<file path="src/sfr_pkg.sv">
// Shared types and constants of the stream find-and-replace block.
package sfr_pkg;

  localparam int BYTE_W     = 8;
  localparam int LEN_W      = 4;
  localparam int MAX_OUT    = 8;
  localparam int OUT_IDX_W  = 3;
  localparam int CFG_IDX_W  = 2;
  localparam int CFG_DATA_W = 64;
  localparam int Q_DEPTH    = 4;
  localparam int Q_PTR_W    = 2;
  localparam int Q_CNT_W    = 3;

  typedef enum logic [CFG_IDX_W-1:0] {
    REG_PATTERN_BYTES,
    REG_PATTERN_LENGTH,
    REG_SUBSTITUTE_BYTES,
    REG_SUBSTITUTE_LENGTH
  } cfg_reg_t;

  typedef struct packed {
    logic                  en;
    cfg_reg_t              index;
    logic [CFG_DATA_W-1:0] data;
  } cfg_wr_t;

  // One burst of results: n bytes in order, marker only when n is zero
  typedef struct packed {
    logic [MAX_OUT-1:0][BYTE_W-1:0] bytes;
    logic [LEN_W-1:0]               n;
    logic                           last;
  } cmd_t;

endpackage

</file>
<file path="src/sfr_front.sv">
// Front end: configuration registers, pending window and match classification.
module sfr_front import sfr_pkg::*; #(
  parameter int MAX_PATTERN    = 8,
  parameter int MAX_SUBSTITUTE = 8
) (
  input  logic              clk,
  input  logic              rst,
  input  cfg_wr_t           cfg,
  input  logic              in_take,
  input  logic [BYTE_W-1:0] in_byte,
  input  logic              in_last,
  output logic              cmd_valid,
  output cmd_t              cmd
);

  localparam int WIN  = (MAX_PATTERN < MAX_OUT) ? MAX_PATTERN : MAX_OUT;
  localparam int SCAP = (MAX_SUBSTITUTE < MAX_OUT) ? MAX_SUBSTITUTE : MAX_OUT;
  localparam int CW   = $clog2(WIN + 1);

  logic [CFG_DATA_W-1:0] pat_bytes;
  logic [LEN_W-1:0]      pat_len;
  logic [CFG_DATA_W-1:0] sub_bytes;
  logic [LEN_W-1:0]      sub_len;

  logic [BYTE_W-1:0] win    [WIN];
  logic [BYTE_W-1:0] newwin [WIN];
  logic [CW-1:0]     count;

  logic [LEN_W-1:0] plen_eff;
  logic [LEN_W-1:0] slen_eff;
  logic [CW-1:0]    plen_c;
  logic [CW-1:0]    cnt0;
  logic [CW-1:0]    cnt1;
  logic             is_full;
  logic             match;
  logic             hit;

  always_comb begin
    if (pat_len == '0) begin
      plen_eff = LEN_W'(1);
    end else if (pat_len > LEN_W'(WIN)) begin
      plen_eff = LEN_W'(WIN);
    end else begin
      plen_eff = pat_len;
    end
    slen_eff = (sub_len > LEN_W'(SCAP)) ? LEN_W'(SCAP) : sub_len;
    plen_c   = CW'(plen_eff);

    cnt0 = (count >= plen_c) ? '0 : count;
    cnt1 = cnt0 + CW'(1);
    for (int i = 0; i < WIN; i++) begin
      newwin[i] = (CW'(i) == cnt0) ? in_byte : win[i];
    end
    is_full = (cnt1 == plen_c);

    match = 1'b1;
    for (int i = 0; i < WIN; i++) begin
      if (CW'(i) < plen_c && newwin[i] != pat_bytes[BYTE_W*i +: BYTE_W]) begin
        match = 1'b0;
      end
    end
    hit = is_full && match;

    for (int k = 0; k < MAX_OUT; k++) begin
      if (hit) begin
        cmd.bytes[k] = sub_bytes[BYTE_W*k +: BYTE_W];
      end else if (k < WIN) begin
        cmd.bytes[k] = newwin[k];
      end else begin
        cmd.bytes[k] = '0;
      end
    end

    // hit: substitute; last: whole window; full miss: oldest byte only
    if (hit) begin
      cmd.n = slen_eff;
    end else if (in_last) begin
      cmd.n = LEN_W'(cnt1);
    end else if (is_full) begin
      cmd.n = LEN_W'(1);
    end else begin
      cmd.n = '0;
    end
    cmd.last  = in_last;
    cmd_valid = in_take && (cmd.n != '0 || in_last);
  end

  always_ff @(posedge clk) begin
    if (rst) begin
      pat_bytes <= '0;
      pat_len   <= LEN_W'(1);
      sub_bytes <= '0;
      sub_len   <= '0;
      count     <= '0;
    end else begin
      if (cfg.en) begin
        unique case (cfg.index)
          REG_PATTERN_BYTES:     pat_bytes <= cfg.data;
          REG_PATTERN_LENGTH: begin
            pat_len <= cfg.data[LEN_W-1:0];
            count   <= '0;
          end
          REG_SUBSTITUTE_BYTES:  sub_bytes <= cfg.data;
          REG_SUBSTITUTE_LENGTH: sub_len   <= cfg.data[LEN_W-1:0];
          default: ;
        endcase
      end
      if (in_take) begin
        if (in_last || hit) begin
          count <= '0;
        end else if (is_full) begin
          count <= plen_c - CW'(1);
        end else begin
          count <= cnt1;
        end
      end
    end
  end

  // Window contents: shift down when the window is full, else take the new byte
  always_ff @(posedge clk) begin
    if (in_take) begin
      if (is_full) begin
        for (int i = 0; i < WIN - 1; i++) begin
          win[i] <= newwin[i + 1];
        end
      end else begin
        for (int i = 0; i < WIN; i++) begin
          win[i] <= newwin[i];
        end
      end
    end
  end

endmodule

</file>
<file path="src/sfr_cmdq.sv">
// Short command queue between the front end and the output sequencer.
module sfr_cmdq import sfr_pkg::*; (
  input  logic clk,
  input  logic rst,
  input  logic wr_en,
  input  cmd_t wr_data,
  input  logic rd_en,
  output cmd_t rd_data,
  output logic empty,
  output logic full
);

  cmd_t               slots [Q_DEPTH];
  logic [Q_PTR_W-1:0] wr_ptr;
  logic [Q_PTR_W-1:0] rd_ptr;
  logic [Q_CNT_W-1:0] count;
  logic               do_wr;
  logic               do_rd;

  assign empty   = (count == '0);
  assign full    = (count == Q_CNT_W'(Q_DEPTH));
  assign do_wr   = wr_en && !full;
  assign do_rd   = rd_en && !empty;
  assign rd_data = slots[rd_ptr];

  always_ff @(posedge clk) begin
    if (rst) begin
      wr_ptr <= '0;
      rd_ptr <= '0;
      count  <= '0;
    end else begin
      if (do_wr) begin
        wr_ptr <= wr_ptr + Q_PTR_W'(1);
      end
      if (do_rd) begin
        rd_ptr <= rd_ptr + Q_PTR_W'(1);
      end
      priority if (do_wr && !do_rd) begin
        count <= count + Q_CNT_W'(1);
      end else if (do_rd && !do_wr) begin
        count <= count - Q_CNT_W'(1);
      end
    end
  end

  always_ff @(posedge clk) begin
    if (do_wr) begin
      slots[wr_ptr] <= wr_data;
    end
  end

endmodule

</file>
<file path="src/sfr_back.sv">
// Back end: expands each queued command into results, one per cycle unless the receiver stalls.
module sfr_back import sfr_pkg::*; (
  input  logic              clk,
  input  logic              rst,
  input  cmd_t              head,
  input  logic              head_avail,
  output logic              head_pop,
  input  logic              pop,
  output logic              empty,
  output logic [BYTE_W-1:0] out_byte,
  output logic              out_valid,
  output logic              out_last
);

  logic [OUT_IDX_W-1:0] idx;
  logic                 out_load;
  logic                 n_zero;
  logic                 at_end;

  assign out_load = empty || pop;
  assign n_zero   = (head.n == '0);
  assign at_end   = n_zero || (LEN_W'(idx) == head.n - LEN_W'(1));
  assign head_pop = out_load && head_avail && at_end;

  always_ff @(posedge clk) begin
    if (rst) begin
      empty <= 1'b1;
      idx   <= '0;
    end else if (out_load) begin
      if (head_avail) begin
        empty <= 1'b0;
        idx   <= at_end ? '0 : idx + OUT_IDX_W'(1);
      end else begin
        empty <= 1'b1;
      end
    end
  end

  // Output register; a marker carries a zero byte
  always_ff @(posedge clk) begin
    if (out_load && head_avail) begin
      out_byte  <= n_zero ? '0 : head.bytes[idx];
      out_valid <= !n_zero;
      out_last  <= head.last && at_end;
    end
  end

endmodule

</file>
<file path="src/stream_find_replace.sv">
// Path: an accepted byte's command is written into the queue, and the back end
// then loads its first result into the output register.
// Throughput: one input byte per cycle while full is low; results leave one
// per cycle while popped, so a substitute or flush of n bytes holds the output
// for n results; a 4-entry command queue absorbs bursts before full is raised.
// Reset: synchronous; clears the window, queue and output, and loads register
// defaults (pattern length 1, all else 0).
module stream_find_replace import sfr_pkg::*; #(
  parameter int MAX_PATTERN    = 8,
  parameter int MAX_SUBSTITUTE = 8
) (
  input  logic                  clk,
  input  logic                  rst,
  input  logic                  push,
  output logic                  full,
  input  logic [BYTE_W-1:0]     in_byte,
  input  logic                  in_last,
  output logic                  empty,
  input  logic                  pop,
  output logic [BYTE_W-1:0]     out_byte,
  output logic                  out_valid,
  output logic                  out_last,
  input  logic                  cfg_valid,
  output logic                  cfg_ready,
  input  logic [CFG_IDX_W-1:0]  cfg_index,
  input  logic [CFG_DATA_W-1:0] cfg_data
);

  cfg_wr_t cfg;
  cmd_t    cmd;
  cmd_t    head;
  logic    cmd_valid;
  logic    in_take;
  logic    q_empty;
  logic    q_full;
  logic    q_pop;

  assign cfg_ready  = 1'b1;
  assign cfg.en     = cfg_valid;
  assign cfg.index  = cfg_reg_t'(cfg_index);
  assign cfg.data   = cfg_data;
  assign full       = q_full;
  assign in_take    = push && !q_full;

  sfr_front #(
    .MAX_PATTERN    (MAX_PATTERN),
    .MAX_SUBSTITUTE (MAX_SUBSTITUTE)
  ) u_front (
    .clk       (clk),
    .rst       (rst),
    .cfg       (cfg),
    .in_take   (in_take),
    .in_byte   (in_byte),
    .in_last   (in_last),
    .cmd_valid (cmd_valid),
    .cmd       (cmd)
  );

  sfr_cmdq u_cmdq (
    .clk     (clk),
    .rst     (rst),
    .wr_en   (cmd_valid),
    .wr_data (cmd),
    .rd_en   (q_pop),
    .rd_data (head),
    .empty   (q_empty),
    .full    (q_full)
  );

  sfr_back u_back (
    .clk        (clk),
    .rst        (rst),
    .head       (head),
    .head_avail (!q_empty),
    .head_pop   (q_pop),
    .pop        (pop),
    .empty      (empty),
    .out_byte   (out_byte),
    .out_valid  (out_valid),
    .out_last   (out_last)
  );

  a_no_enq_when_full: assert property (@(posedge clk) disable iff (rst)
    q_full |-> !cmd_valid)
    else $error("command enqueued into a full queue");

  a_empty_cmd_is_last: assert property (@(posedge clk) disable iff (rst)
    (cmd_valid && cmd.n == '0) |-> cmd.last)
    else $error("empty command without end-of-text mark");

  a_cmd_len_bound: assert property (@(posedge clk) disable iff (rst)
    cmd_valid |-> (cmd.n <= LEN_W'(MAX_OUT)))
    else $error("command longer than the result limit");

  a_reset_empty: assert property (@(posedge clk)
    rst |=> (empty && q_empty))
    else $error("output or queue not empty after reset");

endmodule

</file>
<file path="config.mk">
export PLATFORM = sky130hd
export DESIGN_NAME = stream_find_replace
export DESIGN_NICKNAME = d
export VERILOG_FILES = /design/src/sfr_pkg.sv /design/src/sfr_front.sv /design/src/sfr_cmdq.sv /design/src/sfr_back.sv /design/src/stream_find_replace.sv
export SDC_FILE = /design/constraint.sdc
export NUM_CORES = 1
export LEC_CHECK = 0
export BUFFER_PORTS_ARGS = -buffer_cell sky130_fd_sc_hd__buf_2
export CAP_MARGIN = 20
export CORE_MARGIN = 3
export CORE_UTILIZATION = 60
export CTS_BUF_LIST = sky130_fd_sc_hd__clkbuf_2
export CTS_CLUSTER_SIZE = 16
export DETAILED_ROUTE_END_ITERATION = 8
export PLACE_DENSITY = 0.78
export REMOVE_ABC_BUFFERS = 1
export SLEW_MARGIN = 20
export SYNTH_ARGS = -nofsm -noshare
export SYNTH_HDL_FRONTEND = slang
export SYNTH_SLANG_ARGS = --single-unit
</file>
<file path="constraint.sdc">
create_clock -name clk -period 8.6 [get_ports clk]
set_clock_uncertainty 0.1 [all_clocks]
set_input_delay 1.72 -clock clk [delete_from_list [all_inputs] [get_ports clk]]
set_output_delay 1.72 -clock clk [all_outputs]
set_load 0.05 [all_outputs]
</file>
==> summary.md <==
| Metric | Value |
|---|---|
| Die area | `39800 um2` |
| Crit-path max cell delay | `0.77 ns` |
| Final HPWL DP | `41300 um` |
| Sequential area share after synthesis | `60.5%` |
| R2R Path End | `u_cmdq.slots[2][34]$_DFFE_PP_` |
| Endpoint class of the critical path | `register` |
| Hold WS | `0.361 ns` |
| Clock root buffer | `clkbuf_2` |
| Top FF cell, synth | `edfxtp_1` |
| Yosys cell types | `71` |
| Max FO, Critical Path | `46` |
| TritonCTS clock tree | `done` |
| Final GP Congestion | `0.926` |
| Via density | `6.24` |
| Max-Cap Viols | `0` |
| Cts hold-fix bufs | `0` |
| Routed wire length | `61200 um` |
| Register-to-register setup slack | `1.50 ns` |
| FMAX | `141 MHz` |
| Post-Place Worst Slack | `1.69 ns` |
| Critical-path cell list | `nor2_1, nor2_1, nor2_1, ha_1, or3b_4, a21oi_1, nand2_1, ha_1, o21ai_1, mux2i_1, xor2_1, and4_1, o21ai_0, a211oi_4, a221oi_4, and2_2, buf_12` |
| DP Area | `23200 um2` |
| Most frequent cells in the layout | `350 x edfxtp_1, 328 x nand2_1, 209 x a21oi_1, 183 x clkbuf_2, 181 x nor2_1` |
| Min-Delay Path Class | `register to register` |
| Final Instance Area | `24400 um2` |
| Die width | `199 um` |
| Commonest non-fill, non-tap cell in the layout | `edfxtp_1` |
| Critical Path RT | `9.23 ns` |
| Crit path launch | `u_front.pat_len[2]$_SDFFE_PP0P_` |
| Crit path max-delay cell type | `a21oi_1` |
| GRT Overall Usage | `31.3%` |
| Clk sink count | `503` |
| Hold path depth | `2` |
| Fin crit share | `82.6%` |
| Synthesized cell area | `22400 um2` |
| Worst-path clk slew | `0.09 ns` |
| Final Non-Filler Cells | `2573` |
| Final min period | `7.10 ns` |
| Fillers | `2731` |
| Vias | `16000` |
| Crit path depth | `17` |
| Core box area | `36700 um2` |
| Clock buffer count from CTS | `121` |
| Nets | `2094` |
| VDD IR max | `0.126 mV` |
| Area Overhead vs Synth | `8.84%` |
| Top-level I/O count | `93` |
| Largest net degree at the start of global routing | `84` |
| Final Max Tran Viols | `0` |
| CTS Buffer Depth | `3` |
| RSZ-0062 raised after global routing | `no` |
| Setup violations, final | `0` |
| Total power | `6.73 mW` |
| Grt total ovfl | `0` |
| Core Util, Final | `66.5%` |
| Setup TNS | `0 ns` |
| WP buf/inv | `1` |
| Initial Utilization | `61.1%` |
| Post-synth EDFFs | `350` |
| CP endpoint | `u_cmdq.slots[2][34]$_DFFE_PP_` |
| Clock latency on the worst-skew pair | `1.12 ns` |
| First-pass GRT wire length | `92200 um` |
| Final Hold Viols | `0` |
| Async SR Flop Fraction | `0%` |
| Tightest Pin Transition | `1.14 ns` |
| Detail Route Antenna Nets | `0` |
| Syn Inst Count | `1878` |
| R2R cell count | `17` |
| Max H-tree Level | `3` |
| Cell Rows | `70` |
| Leakage | `8.80 nW` |
| Routed met3 length | `6910 um` |
| Register Area | `13600 um2` |
| Worst EP arrival | `7.73 ns` |
| CP startpoint kind | `register` |
| Placed Cells | `2340` |
| Detailed Routing Iterations Pass 1 | `6` |
| Power per cell area | `276 nW/um2` |
| Most frequent CP cell | `nor2_1` |
| R2R Path Start | `u_front.pat_len[2]$_SDFFE_PP0P_` |
| Number of synthesis warnings | `0` |
| Port bufs | `91` |
| Met1 wire length | `24500 um` |
| Yosys reg bits | `503` |
| Share of cells above drive strength 1 | `20.4%` |
| Avg Cell Area, Syn | `11.9 um2` |
| Worst setup margin | `1.50 ns` |
| Number of global-route vias before repair | `15400` |
| Die H | `199 um` |
| Initial antenna violation count | `3` |
| Routed WL per cell | `23.8 um` |
| Status | `finished clean` |
| Post-CTS setup buffer count | `0` |
| WS Path Type | `register to register` |
| Slew HR | `24.1%` |
| DRT iter0 DRCs | `1953` |
| Met2 wire len | `28300 um` |
| Multi-input gate area | `8250 um2` |
| CTS resizes | `0` |
| Top layer in use | `met5` |
| Crit-path leading delay family | `compound AO/OA/AOI/OAI gates` |
| Remaining DRCs | `0` |
[sequential cells by signal, summed over array words and instances, names as in the netlist, named ones only]
| name | cells |
|---|---|
| u_cmdq.slots | 276 |
| u_front.count | 4 |
| u_cmdq.wr_ptr | 2 |
| u_front.pat_bytes | 64 |
| u_back.out_byte | 8 |
| u_back.empty | 1 |
| u_front.pat_len | 4 |
| u_cmdq.rd_ptr | 2 |
| u_front.sub_len | 4 |
| u_front.sub_bytes | 64 |
| u_back.out_valid | 1 |
| u_front.win | 64 |
| u_cmdq.count | 3 |
| u_back.out_last | 1 |
| u_back.idx | 3 |
[kinds of logic after synthesis]
group	Yosys count	share of synthesized area (%)
and+or+nand+nor	606	11.2
DFF	503	60.5
AOI/OAI and AO/OA	340	8.69
muxes	165	12.2
buffers and inverters	156	2.83
xor gates and xnor gates	89	3.47
adders and majority gates	18	1.04
other	1	0.0167
[worst reg2reg max path: cells and delay by family (launching register included)]
family                     cells  cell delay, ns
AOI/OAI and AO/OA              5            2.30
xor gates and xnor gates       1            0.12
adders and majority gates      2            0.76
buffers and inverters          1            0.37
DFF                            1            0.37
muxes                          1            0.46
and+or+nand+nor                7            2.27
[where the power goes]
part	internal, mW	total [mW]	switching [mW]
Combinational	0.729	1.85	1.12
Clock	0.640	1.59	0.954
Sequential	3.09	3.29	0.205
Total	4.46	6.73	2.27
[cell type report]
| class | instances | share of cell area (%) |
|---|---|---|
| inverters | 39 | 0.599 |
| diodes | 3 | 0.0307 |
| clock buffers | 183 | 3.75 |
| repair buffers | 112 | 2.81 |
| flip-flops and latches | 503 | 55.6 |
| well taps | 468 | 2.40 |
| multi-input cells | 1219 | 33.8 |
| clock inverters | 46 | 1.04 |
[layer usage]
metal | up-vias | global-route usage, %
met5 | - | 0
met4 | 4 | 10.2
met3 | 109 | 7.15
met2 | 918 | 47.4
met1 | 7870 | 45.6
li1 | 7148 | -
[worst min path at each step]
stage	start	end	slack (ns)
global route	u_front.sub_bytes[16]$_SDFFE_PP0P_	u_front.sub_bytes[16]$_SDFFE_PP0P_	0.39
finish	u_front.sub_bytes[16]$_SDFFE_PP0P_	u_front.sub_bytes[16]$_SDFFE_PP0P_	0.36
CTS	u_front.sub_bytes[2]$_SDFFE_PP0P_	u_front.sub_bytes[2]$_SDFFE_PP0P_	0.36
global placement	u_front.sub_bytes[58]$_SDFFE_PP0P_	u_front.sub_bytes[58]$_SDFFE_PP0P_	0.34
detailed placement	u_front.sub_bytes[2]$_SDFFE_PP0P_	u_front.sub_bytes[2]$_SDFFE_PP0P_	0.35
floorplan	u_front.sub_bytes[12]$_SDFFE_PP0P_	u_front.sub_bytes[12]$_SDFFE_PP0P_	0.33
[synth_stat cells (all sizes together), types with 6 or more instances]
master,count,share of area (%)
mux2i,65,2.9
nor4,9,0.25
nand2,328,5.5
dfxtp,153,14
a31oi,10,0.28
nand4,12,0.33
buf,41,0.91
a21oi,209,4.7
nor2b,7,0.20
clkbuf,76,1.3
nand2b,6,0.17
and2,7,0.20
o21ai,42,0.95
mux2,15,0.77
a221oi,7,0.35
edfxtp,350,47
xor2,36,1.4
nor2,183,3.1
o22ai,35,0.98
nand3,20,0.45
ha,17,0.95
xnor2,53,2.1
mux4,85,8.5
inv,38,0.64
(Power assumes the default switching activity.)
